### src/hdl/gif_uncompressed_code_unpacker_core_defines.svh
// Assertion macros shared by the code unpacker.
// Each one samples on the rising clock edge and is switched off during reset.
`ifndef GIF_UNCOMPRESSED_CODE_UNPACKER_CORE_DEFINES_SVH
`define GIF_UNCOMPRESSED_CODE_UNPACKER_CORE_DEFINES_SVH

// The consequent must hold in the same cycle as the antecedent.
`define GUCU_ASSERT_NOW(lbl, ante, cons, msg) \
  lbl: assert property (@(posedge clk) disable iff (rst) (ante) |-> (cons)) \
    else $error(msg);

// The consequent must hold in the cycle after the antecedent.
`define GUCU_ASSERT_NEXT(lbl, ante, cons, msg) \
  lbl: assert property (@(posedge clk) disable iff (rst) (ante) |=> (cons)) \
    else $error(msg);

`endif

### src/hdl/gucu_pkg.sv
`timescale 1ns / 1ps

package gucu_pkg;

  // Configuration port geometry and register indexes.
  localparam int CFG_DATA_W = 24;
  localparam int CFG_IDX_W  = 1;
  localparam logic [CFG_IDX_W-1:0] CFG_ROOT_SIZE   = 1'd0;
  localparam logic [CFG_IDX_W-1:0] CFG_PIXEL_LIMIT = 1'd1;

  // Register reset values and the legal code size range.
  localparam logic [3:0]  MCS_RESET   = 4'd8;
  localparam logic [23:0] LIMIT_RESET = 24'hFFFFFF;
  localparam logic [3:0]  MCS_MIN     = 4'd2;
  localparam logic [3:0]  MCS_MAX     = 4'd8;

  // Result kinds.
  localparam logic [2:0] K_PIXEL     = 3'd0;
  localparam logic [2:0] K_ENDCODE   = 3'd1;
  localparam logic [2:0] K_DONE      = 3'd2;
  localparam logic [2:0] K_PREMATURE = 3'd3;
  localparam logic [2:0] K_OVERFLOW  = 3'd4;
  localparam logic [2:0] K_TRAILING  = 3'd5;

  // What the code extraction unit reports about the head of the bit buffer.
  typedef struct packed {
    logic        has_code;
    logic        is_end;
    logic        is_clear;
    logic [7:0]  pixel;
    logic [15:0] bits_next;
    logic [4:0]  count_next;
  } code_info_t;

  // One result on its way to the output register.
  typedef struct packed {
    logic [2:0] kind;
    logic [7:0] pixel;
    logic       last;
  } result_t;

endpackage

### src/hdl/gucu_code_unit.sv
`timescale 1ns / 1ps

module gucu_code_unit import gucu_pkg::*; (
  input  logic [3:0]  root_size,
  input  logic [15:0] bit_buffer,
  input  logic [4:0]  bit_count,
  output code_info_t  info
);

  logic [3:0]  mcs_eff;
  logic [3:0]  width;
  logic [15:0] code_mask;
  logic [15:0] code;
  logic [15:0] clr_code;
  logic [15:0] end_code;

  // Clamp the code size, then cut the lowest code off the buffer.
  always_comb begin
    if (root_size < MCS_MIN) begin
      mcs_eff = MCS_MIN;
    end else if (root_size > MCS_MAX) begin
      mcs_eff = MCS_MAX;
    end else begin
      mcs_eff = root_size;
    end
    width     = mcs_eff + 4'd1;
    code_mask = (16'd1 << width) - 16'd1;
    code      = bit_buffer & code_mask;
    clr_code  = 16'd1 << mcs_eff;
    end_code  = clr_code + 16'd1;

    info.has_code   = bit_count >= {1'b0, width};
    info.is_end     = code == end_code;
    info.is_clear   = code == clr_code;
    info.pixel      = code[7:0];
    info.bits_next  = bit_buffer >> width;
    info.count_next = bit_count - {1'b0, width};
  end

endmodule

### src/hdl/gucu_out_buf.sv
`timescale 1ns / 1ps

module gucu_out_buf import gucu_pkg::*; (
  input  logic       clk,
  input  logic       rst,
  input  logic       push,
  input  result_t    res,
  output logic       free,
  output logic       out_valid,
  input  logic       out_ready,
  output logic [2:0] kind,
  output logic [7:0] pixel,
  output logic       last
);

  // Space is there when the register is empty or is being emptied now.
  assign free = !out_valid || out_ready;

  // Output register: holds one result until the far side takes it.
  always_ff @(posedge clk) begin
    if (rst) begin
      out_valid <= 1'b0;
    end else if (push) begin
      out_valid <= 1'b1;
    end else if (out_ready) begin
      out_valid <= 1'b0;
    end
    if (push) begin
      kind  <= res.kind;
      pixel <= res.pixel;
      last  <= res.last;
    end
  end

endmodule

### src/hdl/gif_uncompressed_code_unpacker_core.sv
`timescale 1ns / 1ps
// Channel  | Signals                                | Direction
// ---------+----------------------------------------+----------
// config   | cfg_wr_en, cfg_index, cfg_data         | in
// input    | in_valid/in_ready, data_byte, first    | in
// output   | out_valid/out_ready, kind, pixel, last | out
//
// A payload byte is taken in S_IDLE; S_LOOP then cuts its codes one at a
// time through the shared extraction unit until it finds the buffer
// exhausted, and S_FLUSH flushes the held result.
// Length bytes and bytes after the end code go from S_IDLE to S_FLUSH.
// Reset is synchronous and needs no clearing pass; a stalled output holds the
// sequencer whenever a held result must move into a full output register.

`include "gif_uncompressed_code_unpacker_core_defines.svh"

module gif_uncompressed_code_unpacker_core import gucu_pkg::*; (
  input  logic                  clk,
  input  logic                  rst,
  input  logic                  cfg_wr_en,
  input  logic [CFG_IDX_W-1:0]  cfg_index,
  input  logic [CFG_DATA_W-1:0] cfg_data,
  input  logic                  in_valid,
  output logic                  in_ready,
  input  logic [7:0]            data_byte,
  input  logic                  first,
  output logic                  out_valid,
  input  logic                  out_ready,
  output logic [2:0]            kind,
  output logic [7:0]            pixel,
  output logic                  last
);

  typedef enum logic [1:0] {S_IDLE, S_LOOP, S_FLUSH} state_t;
  typedef enum logic [1:0] {PH_LEN, PH_DATA, PH_AFTER, PH_HALT} phase_t;

  logic [3:0]  root_size;
  logic [23:0] pixel_limit;

  state_t      state, state_next;
  phase_t      phase, phase_next;
  logic [7:0]  bytes_left, bytes_left_next;
  logic [15:0] bit_buffer, bit_buffer_next;
  logic [4:0]  bit_count, bit_count_next;
  logic [23:0] pixels_out, pixels_out_next;
  logic        pend_valid, pend_valid_next;
  logic [2:0]  pend_kind, pend_kind_next;
  logic [7:0]  pend_pixel, pend_pixel_next;

  phase_t      cur_phase;
  logic [7:0]  cur_bytes_left;
  logic [15:0] cur_bit_buffer;
  logic [4:0]  cur_bit_count;
  logic [23:0] cur_pixels_out;

  code_info_t  info;
  result_t     out_res;
  logic        out_push;
  logic        out_free;

  assign in_ready = state == S_IDLE;

  // Configuration registers.
  always_ff @(posedge clk) begin
    if (rst) begin
      root_size   <= MCS_RESET;
      pixel_limit <= LIMIT_RESET;
    end else if (cfg_wr_en) begin
      unique case (cfg_index)
        CFG_ROOT_SIZE:   root_size   <= cfg_data[3:0];
        CFG_PIXEL_LIMIT: pixel_limit <= cfg_data[23:0];
        default:         ;
      endcase
    end
  end

  // Shared code extraction unit, used once per loop cycle.
  gucu_code_unit u_code (
    .root_size  (root_size),
    .bit_buffer (bit_buffer),
    .bit_count  (bit_count),
    .info       (info)
  );

  gucu_out_buf u_out (
    .clk       (clk),
    .rst       (rst),
    .push      (out_push),
    .res       (out_res),
    .free      (out_free),
    .out_valid (out_valid),
    .out_ready (out_ready),
    .kind      (kind),
    .pixel     (pixel),
    .last      (last)
  );

  // State as seen by an incoming byte, after an optional restart.
  always_comb begin
    if (first) begin
      cur_phase      = PH_LEN;
      cur_bytes_left = 8'd0;
      cur_bit_buffer = 16'd0;
      cur_bit_count  = 5'd0;
      cur_pixels_out = 24'd0;
    end else begin
      cur_phase      = phase;
      cur_bytes_left = bytes_left;
      cur_bit_buffer = bit_buffer;
      cur_bit_count  = bit_count;
      cur_pixels_out = pixels_out;
    end
  end

  // Sequencer: take a byte, cut codes one per cycle unless the output stalls,
  // then flush the held result with its last flag. One result is always held
  // back so that the last flag can be set once it is known nothing follows it.
  always_comb begin
    state_next      = state;
    phase_next      = phase;
    bytes_left_next = bytes_left;
    bit_buffer_next = bit_buffer;
    bit_count_next  = bit_count;
    pixels_out_next = pixels_out;
    pend_valid_next = pend_valid;
    pend_kind_next  = pend_kind;
    pend_pixel_next = pend_pixel;
    out_push        = 1'b0;
    out_res.kind    = pend_kind;
    out_res.pixel   = pend_pixel;
    out_res.last    = 1'b0;

    unique case (state)
      S_IDLE: begin
        if (in_valid) begin
          phase_next      = cur_phase;
          bytes_left_next = cur_bytes_left;
          bit_buffer_next = cur_bit_buffer;
          bit_count_next  = cur_bit_count;
          pixels_out_next = cur_pixels_out;
          state_next      = S_FLUSH;
          unique case (cur_phase)
            PH_LEN: begin
              if (data_byte == 8'd0) begin
                pend_valid_next = 1'b1;
                pend_kind_next  = K_PREMATURE;
                pend_pixel_next = 8'd0;
                phase_next      = PH_HALT;
              end else begin
                bytes_left_next = data_byte;
                phase_next      = PH_DATA;
              end
            end
            PH_DATA: begin
              bit_buffer_next = cur_bit_buffer | (16'(data_byte) << cur_bit_count);
              bit_count_next  = cur_bit_count + 5'd8;
              bytes_left_next = cur_bytes_left - 8'd1;
              state_next      = S_LOOP;
            end
            PH_AFTER: begin
              pend_valid_next = 1'b1;
              pend_pixel_next = 8'd0;
              if (cur_bytes_left != 8'd0 || data_byte != 8'd0) begin
                pend_kind_next = K_TRAILING;
              end else begin
                pend_kind_next = K_DONE;
              end
              phase_next = PH_HALT;
            end
            default: ;
          endcase
        end
      end

      S_LOOP: begin
        if (phase != PH_DATA || !info.has_code) begin
          // Nothing more to cut from this byte.
          if (phase == PH_DATA && bytes_left == 8'd0) begin
            phase_next = PH_LEN;
          end
          state_next = S_FLUSH;
        end else if (!(!info.is_clear && pend_valid && !out_free)) begin
          bit_buffer_next = info.bits_next;
          bit_count_next  = info.count_next;
          if (!info.is_clear) begin
            // A new result sends the held one on, not yet the last.
            out_push        = pend_valid;
            pend_valid_next = 1'b1;
            pend_pixel_next = 8'd0;
            if (info.is_end) begin
              pend_kind_next  = K_ENDCODE;
              bit_buffer_next = 16'd0;
              bit_count_next  = 5'd0;
              phase_next      = PH_AFTER;
            end else if (pixels_out >= pixel_limit) begin
              pend_kind_next = K_OVERFLOW;
              phase_next     = PH_HALT;
            end else begin
              pend_kind_next  = K_PIXEL;
              pend_pixel_next = info.pixel;
              pixels_out_next = pixels_out + 24'd1;
            end
          end
        end
      end

      S_FLUSH: begin
        if (!pend_valid) begin
          state_next = S_IDLE;
        end else if (out_free) begin
          out_push        = 1'b1;
          out_res.last    = 1'b1;
          pend_valid_next = 1'b0;
          state_next      = S_IDLE;
        end
      end

      default: state_next = S_IDLE;
    endcase
  end

  // State and held result registers.
  always_ff @(posedge clk) begin
    if (rst) begin
      state      <= S_IDLE;
      phase      <= PH_LEN;
      bytes_left <= 8'd0;
      bit_buffer <= 16'd0;
      bit_count  <= 5'd0;
      pixels_out <= 24'd0;
      pend_valid <= 1'b0;
    end else begin
      state      <= state_next;
      phase      <= phase_next;
      bytes_left <= bytes_left_next;
      bit_buffer <= bit_buffer_next;
      bit_count  <= bit_count_next;
      pixels_out <= pixels_out_next;
      pend_valid <= pend_valid_next;
    end
    pend_kind  <= pend_kind_next;
    pend_pixel <= pend_pixel_next;
  end

  `GUCU_ASSERT_NOW(a_idle_nothing_held, state == S_IDLE, !pend_valid, "result held while idle")
  `GUCU_ASSERT_NOW(a_push_has_room, out_push, out_free, "output register overwritten")
  `GUCU_ASSERT_NOW(a_count_bound, 1'b1, bit_count <= 5'd16, "bit count beyond buffer")
  `GUCU_ASSERT_NEXT(a_loop_exits, state == S_LOOP && phase != PH_DATA, state == S_FLUSH, "loop kept running")

endmodule

### config.mk
export PLATFORM = sky130hd
export DESIGN_NAME = gif_uncompressed_code_unpacker_core
export DESIGN_NICKNAME = d
export VERILOG_FILES = /design/src/hdl/gucu_pkg.sv /design/src/hdl/gucu_code_unit.sv /design/src/hdl/gucu_out_buf.sv /design/src/hdl/gif_uncompressed_code_unpacker_core.sv
export VERILOG_INCLUDE_DIRS = /design/src /design/src/hdl
export SDC_FILE = /design/constraint.sdc
export NUM_CORES = 1
export LEC_CHECK = 0
export CORE_MARGIN = 2
export CORE_UTILIZATION = 30
export CTS_BUF_LIST = sky130_fd_sc_hd__clkbuf_16
export CTS_CLUSTER_SIZE = 16
export DETAILED_ROUTE_END_ITERATION = 8
export DONT_BUFFER_PORTS = 1
export RECOVER_POWER = 50
export SLEW_MARGIN = 20
export SYNTH_ARGS = -nofsm -noshare
export SYNTH_HDL_FRONTEND = slang
export SYNTH_SLANG_ARGS = --single-unit
### constraint.sdc
create_clock -name clk -period 6.5 [get_ports clk]
set_input_delay 0.65 -clock clk [delete_from_list [all_inputs] [get_ports clk]]
set_output_delay 0.65 -clock clk [all_outputs]
set_load 0.005 [all_outputs]
==> flow_summary.yaml, run 1 <==
global_route:
  grt_max_degree: 42
  first_global_vias: 7227
  antenna_found_initial: 0
  grt_pass1_wl_um: 39600
  overflow: 0
  track_usage: 0.171
synth:
  synth_top_cell_area_share: 0.211
  async_flop_share: 0
  syn_avg_cell_area_um2: 7.88
  synthDistinctLibCells: 81
  ys_seq_elements: 110
  synth.net_count: 1128
  synth_cells: 1046
  yosysWarnings: 0
  synth_area_um2: 8240
  yosysTopAreaCell: "dfxtp_1"
  synth_edf_count: 23
  synth_flop_cell: "dfxtp_1"
  ys_seq_area_frac: 0.295
  synthTopCellsByArea: "dfxtp_1, edfxtp_1, mux2i_1"
setup_path:
  crit_arrival_ns: 5.78
  crit_fanout: 22
  rr_worst_depth: 18
  r2r_end: "u_out.pixel[2]"
  crit_buf_inv: 6
  critPathRequiredTime_ns: 6.54
  worstSetupStartpointType: "register"
  cpLargestDelayFamily: "buffers and inverters"
  path_common_cell: "inv_1"
  r2r_slack_ns: 0.76
  slowest_stage: "or4_4"
  crit_type: "reg2reg"
  critPathMaxStageDelay_ns: 0.63
  crit-reg2reg-launch: "root_size[3]"
  crit_end: "u_out.pixel[2]"
  crit_cells: 18
  cp-end-kind: "register"
  crit_path_cell_trace: "buf_4 -> inv_1 -> o211a_1 -> inv_1 -> ha_1 -> buf_4 -> nor2b_1 -> nand2_1 -> ha_1 -> inv_1 -> o311ai_0 -> nand3b_1 -> o211ai_1 -> or4_4 -> nor3_1 -> nor2_1 -> o2111ai_1 -> inv_1"
  crit_start: "root_size[3]"
place:
  buffer_ports.inserted: 0
  gp_congestion: 0.907
  placed_area_um2: 8430
  dp_hpwl_um: 17600
  dp_cells: 1329
timing:
  fin_worst_skew_ns: 0.0245
  period_share: 0.883
  fmax_mhz: 174
  relSlewSlack: 0.433
  period_needed_ns: 5.74
  report.final.slew_viol_count: 0
  finalSetupTns_ns: 0
  rsz0062_at_grt: "false"
  hold_viol: 0
  finalSetupViolations: 0
  worstMarginPinSlew_ns: 0.843
pwr:
  vdd_drop_max_v: 0.000142
  p_leak_nw: 3.66
  power.density_nw_per_um2: 197
cells_and_area:
  nets: 1081
  antennaDiodeCount: 0
  area_growth_pct: 6.26
  drive_gt1_frac: 0.0568
  final_common_cell: "nand2_1"
  final_cell_mix: "nand2_1, nor2_1, dfxtp_1"
  final_area_um2: 8760
  instances_no_fill: 1345
detailed_routing:
  wl_um: 24500
  drc: 0
  wl_per_cell_um: 18.2
  vias_per_cell: 5.79
  dr_total_vias: 7787
  drtIter0Drc: 807
  drtPass1Iterations: 5
  drtAntennaViolNets: 0
cts:
  cts_num_sinks: 110
  cts_resized: 0
  clock_latency_ns: 0.38
  post_cts_buffers: 0
  clockRootBuffer: "clkbuf_16"
  clk_pin_slew_worst_paths_ns: 0.10
  ctsHoldBuffers: 0
  cts.htree.levels: 3
  cts_buffers: 9
  cts_buffer_depth: 2
  cts_tree: "done"
status:
  status: "completed"
floorplan:
  die_area_um2: 28800
  io_pins: 53
  start_util: 0.306
  die_h_um: 170
  coreArea_um2: 27000
  die_x_um: 170
  fp-row-count: 60
hold_path:
  hold_class: "in2reg"
job:
  drv_cap: 0
[worst min path at each step]
stage / from / end / slack (ns) / cells past startpoint
3_3_place_gp: pend_kind[2] / u_out.kind[2] / 0.40 / 0
4_1_cts: rst / bit_buffer[11] / 0.32 / 1
6_report: rst / bit_buffer[11] / 0.33 / 1
5_1_grt: rst / bit_buffer[11] / 0.32 / 1
3_5_place_dp: pend_pixel[0] / u_out.pixel[0] / 0.40 / 0
2_1_floorplan: pend_kind[0] / u_out.kind[0] / 0.40 / 0
[routing by layer]
layer / track usage / vias to the layer above / share of wire
met2: 0.288 / 285 / 0.48
met1: 0.228 / 3700 / 0.44
met5: 0 / - / 0
met4: 0.0438 / 0 / 0.017
met3: 0.0254 / 37 / 0.059
li1: - / 3765 / -
[power by group]
group	switching (mW)	leakage [nW]	total, mW	internal (mW)
registers	0.0432	0.928	0.773	0.730
logic	0.219	2.57	0.341	0.122
clock network	0.322	0.158	0.609	0.287
[logic make-up (layout without fill, tap and decap cells)]
family,Yosys count,in the layout,synth area share
flops,110,110,0.295
mux,59,59,0.0739
buf+inv,127,85,0.0667
simple gates,411,411,0.251
fa+ha+maj,43,43,0.0662
compound gates,283,283,0.234
xor+xnor,13,13,0.0138
[flip-flops by register name, indices dropped and copies added (netlist names), 2 cells and up]
name,cells
u_out.kind,3
pend_kind,3
pend_pixel,8
root_size,4
u_out.pixel,8
pixels_out,24
bytes_left,8
state,2
pixel_limit,24
phase,2
bit_buffer,16
bit_count,5
[area by class of cell]
class	count	area, um2
inverter	55	206
fill	2831	18200
clock buffer	9	225
sequential	110	2430
tap	341	427
clock inverter	7	104
timing repair buffer	14	105
multi-input combinational	809	5260
[worst reg2reg max path: stages, from the launching register on]
cell and delay (ns):
dfxtp_1 0.30, buf_4 0.20, inv_1 0.25, o211a_1 0.33, inv_1 0.38, ha_1 0.35
buf_4 0.20, nor2b_1 0.16, nand2_1 0.08, ha_1 0.42, inv_1 0.17, o311ai_0 0.47
nand3b_1 0.17, o211ai_1 0.13, or4_4 0.63, nor3_1 0.33, nor2_1 0.09, o2111ai_1 0.41
inv_1 0.35
[Yosys cell counts (all sizes together) (22+ instances only)]
master  number
nor2        89
inv         53
mux2i       53
buf         22
o21ai       44
ha          42
nor3        24
dfxtp       87
a211oi      28
nand3       80
clkbuf      50
nand2       93
a21oi       79
edfxtp      23
[through the flow]
| stage | util | hold WS [ns] | power (mW) | setup WS (ns) |
|---|---|---|---|---|
| final | 0.325 | 0.328 | 1.72 | 0.757 |
| after CTS | 0.325 | 0.324 | 1.74 | 1.11 |
| after global routing | 0.325 | 0.320 | 1.80 | 0.426 |
| after floorplan | - | 0.400 | 1.05 | 1.67 |
| after detailed placement | 0.313 | 0.405 | 1.12 | 1.20 |
| after global placement | 0.313 | 0.404 | 1.12 | 1.35 |
Note: power is estimated with default switching activity, not from simulation.
==> inputs of run 2 (changes only) <==
Settings changed: ABC_AREA from default to 1.
==> run 2 against run 1 <==
Against the previous run: the flow now finishes with violations (max-capacitance violations, max-slew violations); via count is 5.5% higher; global-route usage is 0.45 points lower; critical path depth is 8 higher; critical path type unchanged; largest power group unchanged.
==> flow_summary.yaml, run 2 <==
detailed_routing:
  wl_um: 23900
  dr_total_vias: 8213
  drtPass1Iterations: 5
  vias_per_cell: 5.00
  wl_per_cell_um: 14.6
  drtAntennaViolNets: 0
  drc: 0
  drtIter0Drc: 633
synth:
  synth_compound_area_frac: 0.196
  synthMuxAreaShare: 0.00120
  synth_area_um2: 8340
  ys_seq_elements: 110
  synth-xor-area-share: 0.0263
  synthTopCellsByArea: "dfxtp_1, nand2_1, o21ai_0"
  synth-adder-area-share: 0.0654
  ys_seq_area_frac: 0.292
  synth_cells: 1295
  synth_most_common_cell: "nand2_1"
  yosysWarnings: 0
  synth_edf_count: 23
  yosysTopAreaCell: "dfxtp_1"
  synth_flop_cell: "dfxtp_1"
  synth-simple-area-share: 0.313
  synth.net_count: 1377
  synth_top_family_by_area: "simple AND/OR/NAND/NOR gates"
  synthDistinctLibCells: 45
  async_flop_share: 0
  syn_avg_cell_area_um2: 6.44
  synth_commonest_cells: "nand2_1, nor2_1, inv_1"
  synth_top_cell_area_share: 0.209
cts:
  cts_num_sinks: 110
  clockRootBuffer: "clkbuf_16"
  post_cts_buffers: 0
  cts_buffers: 9
  clk_pin_slew_worst_paths_ns: 0.09
  cts_buffer_depth: 2
  cts.htree.levels: 3
  ctsHoldBuffers: 0
  clock_latency_ns: 0.37
  cts_tree: "done"
  cts_resized: 0
timing:
  period_share: 0.877
  finalSetupTns_ns: 0
  rsz0062_at_grt: "false"
  report.final.slew_viol_count: 56
  fmax_mhz: 175
  relSlewSlack: -0.648
  finalSetupViolations: 0
  fin_worst_skew_ns: 0.0140
  hold_viol: 0
  worstMarginPinSlew_ns: 2.47
  worst_slack_ns: 0.798
  period_needed_ns: 5.70
setup_path:
  critPathRequiredTime_ns: 6.75
  crit_fanout: 46
  crit_type: "reg2reg"
  crit_arrival_ns: 5.95
  worstSetupStartpointType: "register"
  cp-end-kind: "register"
pwr:
  combPwrFrac: 0.315
  vdd_drop_max_v: 0.000109
  switching_power_mw: 0.818
  power_frac_seq: 0.411
  power.density_nw_per_um2: 232
  p_leak_nw: 3.79
  internal_power_mw: 1.24
  power.share.clock: 0.275
  swShare: 0.397
status:
  status: "finished with violations"
  failed_checks: "max-capacitance violations, max-slew violations"
floorplan:
  coreArea_um2: 27600
  io_pins: 53
  fp-row-count: 61
  die_area_um2: 29100
  die_h_um: 171
  start_util: 0.303
  die_x_um: 171
cells_and_area:
  largest_registers: "pixel_limit (24), pixels_out (24), bit_buffer (16)"
  final_cell_mix: "nand2_1, nor2_1, inv_1"
  area_growth_pct: 6.65
  nets: 1342
  antennaDiodeCount: 0
  drive_gt1_frac: 0.0387
  final_common_cell: "nand2_1"
job:
  drv_cap: 1
global_route:
  antenna_found_initial: 0
  track_usage: 0.166
  grt_pass1_wl_um: 39000
  overflow: 0
  first_global_vias: 7551
  grt_max_degree: 56
place:
  dp_hpwl_um: 18000
  pre_cts_slack_ns: 0.950
  buffer_ports.inserted: 0
  gp_congestion: 0.924
hold_path:
  hold_class: "in2reg"
==> run 2: cells by family after synthesis <==
family          after synthesis
fa+ha+maj                    43
flops                       110
simple gates                600
buf+inv                     222
xor+xnor                     25
mux                           1
compound gates              294
==> run 2: area by class of cell <==
type,instances,area (um2)
Inverter,170,643
Fill cell,3002,18700
Clock buffer,9,225
Timing Repair Buffer,6,37.5
Sequential cell,110,2430
Clock inverter,7,65.1
Multi-Input combinational cell,963,5020
Tap cell,378,473
==> run 2: routing by layer <==
layer / global-route usage / routed length (um) / share of wire / vias to the layer above
met2: 0.284 / 11400 / 0.48 / 201
met1: 0.217 / 10900 / 0.46 / 3721
li1: - / - / - / 4258
met4: 0.0539 / 537 / 0.022 / 0
met5: 0 / 0 / 0 / -
met3: 0.0213 / 1010 / 0.042 / 33
==> run 2: metrics by stage <==
step	cell area [um2]	utilization	power, mW	hold slack (ns)	instances
2_1_floorplan	8340	-	1.34	0.400	1295
3_3_place_gp	8610	0.313	1.50	0.403	1627
3_5_place_dp	8610	0.313	1.50	0.405	1627
4_1_cts	8900	0.323	2.07	0.326	1643
5_1_grt	8890	0.323	2.20	0.318	1643
6_report	8890	0.323	2.06	0.341	1643
==> run 2: worst paths after layout <==
path	start	end	slack [ns]	depth (start not counted)
setup / recovery	root_size[3]	pixels_out[0]	0.80	26
hold / removal	rst	pixels_out[11]	0.34	1
setup reg to reg	root_size[3]	pixels_out[0]	0.80	26
hold reg to reg	pend_pixel[3]	u_out.pixel[3]	0.42	0
==> run 2: worst max-delay path, cell delays in order (launching register included) <==
cell and delay [ns]:
dfxtp_1 0.60, nor2_1 0.10, o21ai_0 0.10, buf_4 0.29, clkinv_1 0.30, ha_1 0.35
ha_1 0.30, nor2_1 0.27, nand3_1 0.20, ha_1 0.33, nor2_1 0.19, inv_1 0.09
nand2_1 0.07, nand2_1 0.05, nand3b_1 0.15, nor2_1 0.09, nand3_1 0.06, nor2_1 0.17
nand3_1 0.12, nor2_1 0.17, nand2_1 0.14, nand2_2 0.11, nand3_4 0.42, nor2_4 0.67
nand2_1 0.10, nand2_1 0.08, nor2_1 0.07
==> run 2: power groups by stage <==
stage / Sequential [mW] / Combinational [mW] / Clock [mW]
2_1_floorplan: 0.827 / 0.514 / 0
3_3_place_gp: 0.860 / 0.637 / 0
3_5_place_dp: 0.861 / 0.640 / 0
4_1_cts: 0.845 / 0.642 / 0.585
5_1_grt: 0.855 / 0.739 / 0.607
6_report: 0.845 / 0.648 / 0.566
==> inputs of run 3 (changes only) <==
Settings changed: SYNTH_HIERARCHICAL from default to 1.
Clock period 6.5 ns to 7.2 ns, I/O delays scaled along.
==> run 3 against run 2 <==
Against the previous run: the flow still finishes with violations (max-capacitance violations, max-slew violations); via count increased by 7.6%; count of clock-buffer cells in the layout is the same; clock power shrank 8.8%; sequential cell count stayed put; largest power group unchanged; highest routed layer unchanged.
==> flow_summary.yaml, run 3 <==
synth:
  syn_avg_cell_area_um2: 6.31
  async_flop_share: 0
  yosysWarnings: 6
  synthDistinctLibCells: 48
  synth_top_cell_area_share: 0.200
  synth_commonest_cells: "nand2_1, inv_1, nor2_1"
  ys_seq_area_frac: 0.280
  synth_area_um2: 8700
  synth_flop_cell: "dfxtp_1"
  synth_cells: 1379
  synth_most_common_cell: "nand2_1"
  synth.net_count: 1464
  yosysTopAreaCell: "dfxtp_1"
  synthTopCellsByArea: "dfxtp_1, nand2_1, edfxtp_1"
  ys_seq_elements: 110
  synth_edf_count: 23
global_route:
  grt_pass1_wl_um: 41100
  track_usage: 0.165
  first_global_vias: 8010
  overflow: 0
  grt_max_degree: 54
  antenna_found_initial: 0
timing:
  report.final.slew_viol_count: 54
  finalSetupViolations: 0
  worstMarginPinSlew_ns: 2.44
  period_needed_ns: 5.77
  rsz0062_at_grt: "false"
  fmax_mhz: 173
  period_share: 0.802
  fin_worst_skew_ns: 0.0138
  hold_viol: 0
  relSlewSlack: -0.629
  finalSetupTns_ns: 0
status:
  failed_checks: "max-capacitance violations, max-slew violations"
  status: "finished with violations"
floorplan:
  io_pins: 53
  fp-row-count: 62
  die_area_um2: 30400
  die_h_um: 174
  coreArea_um2: 28600
  die_x_um: 174
  start_util: 0.304
place:
  gp_congestion: 0.927
  buffer_ports.inserted: 0
  dp_hpwl_um: 18800
  placed_area_um2: 8950
cells_and_area:
  area_growth_pct: 6.19
  final_common_cell: "nand2_1"
  fillers: 3185
  drive_gt1_frac: 0.0453
  antennaDiodeCount: 0
  final_area_um2: 9240
  final_cell_mix: "nand2_1, inv_1, nor2_1"
  largest_registers: "pixel_limit (24), pixels_out (24), bit_buffer (16)"
  nets: 1427
cts:
  ctsHoldBuffers: 0
  post_cts_buffers: 0
  cts_tree: "done"
  cts_buffer_depth: 2
  cts_num_sinks: 110
  cts_resized: 0
  cts_buffers: 9
  clock_latency_ns: 0.37
  cts.htree.levels: 3
  clk_pin_slew_worst_paths_ns: 0.08
  clockRootBuffer: "clkbuf_16"
setup_path:
  path_common_cell: "nand2_1"
  slowest_stage: "ha_1"
  worstSetupStartpointType: "register"
  crit_type: "reg2reg"
  critPathMaxStageDelay_ns: 0.87
  critPathRequiredTime_ns: 7.51
  crit_fanout: 45
  crit_arrival_ns: 6.08
  cp-end-kind: "register"
hold_path:
  hold_class: "in2reg"
detailed_routing:
  drtAntennaViolNets: 0
  dr_total_vias: 8835
  drtIter0Drc: 790
  wl_um: 25000
  vias_per_cell: 5.10
  wl_per_cell_um: 14.4
  drc: 0
  drtPass1Iterations: 6
job:
  drv_cap: 1
pwr:
  p_leak_nw: 4.18
  power.density_nw_per_um2: 226
  vdd_drop_max_v: 0.000138
run 3: cell types whose count changed after synthesis, moves of 8 or more:
| cell | change |
|---|---|
| a221oi_1 | +9 |
| a22oi_1 | -9 |
| buf_2 | +8 |
| clkbuf_1 | -9 |
| inv_1 | +23 |
| nand2_1 | +52 |
| nand3_1 | +47 |
| nand4_1 | -8 |
| nor3_1 | -26 |
| o21ai_0 | -22 |
| xor2_1 | -11 |
run 3: critical path: cells and delay by family, from the launching register on:
family / cells / cell delay, ns
DFF: 1 / 0.64
xor gates and xnor gates: 1 / 0.16
AOI/OAI and AO/OA: 1 / 0.21
adders and majority gates: 3 / 1.41
buffers and inverters: 5 / 0.99
and+or+nand+nor: 18 / 2.26
run 3: worst paths after layout:
path	from	endpoint	slack, ns	cells past startpoint
worst max register to register	root_size[3]	pixels_out[14]	1.43	28
worst max-delay path	root_size[3]	pixels_out[14]	1.43	28
worst min-delay path	rst	u_out/out_valid	0.40	1
worst min register to register	pend_pixel[7]	u_out/pixel[7]	0.42	0
run 3: power by group:
part | internal [mW] | switching [mW] | leakage [nW]
registers | 0.725 | 0.123 | 0.926
clock network | 0.248 | 0.269 | 0.145
logic | 0.249 | 0.472 | 3.11
run 3: layout make-up:
type	count	area (um2)	area share
Clock buffer	9	225	0.0244
Timing Repair Buffer	5	33.8	0.00366
Tap cell	384	480	0.0520
Clock inverter	7	72.6	0.00786
Multi-Input combinational cell	1021	5260	0.569
Sequential cell	110	2430	0.263
Inverter	195	734	0.0795
run 3: cells by family (layout without fill, tap and decap cells):
group / Yosys count / after routing / share of synthesized area
AOI/OAI and AO/OA: 286 / 286 / 0.187
DFF: 110 / 110 / 0.280
and+or+nand+nor: 673 / 673 / 0.335
adders and majority gates: 46 / 46 / 0.0670
muxes: 3 / 3 / 0.00345
buffers and inverters: 248 / 216 / 0.115
xor gates and xnor gates: 13 / 13 / 0.0131
run 3: routing by layer:
layer / GRT usage / vias up / part of all wire
li1: - / 4476 / -
met1: 0.235 / 4058 / 0.48
met2: 0.253 / 279 / 0.43
met3: 0.0433 / 22 / 0.077
met4: 0.0312 / 0 / 0.012
met5: 0 / - / 0
run 3: stage by stage:
stage	setup WS, ns	total power [mW]	std cells	hold slack [ns]	utilization
2_1_floorplan	2.40	1.39	1379	0.400	-
3_3_place_gp	1.81	1.56	1715	0.403	0.313
3_5_place_dp	1.59	1.57	1715	0.407	0.313
4_1_cts	1.56	2.09	1731	0.390	0.323
5_1_grt	0.776	2.25	1731	0.378	0.323
6_report	1.43	2.08	1731	0.404	0.323
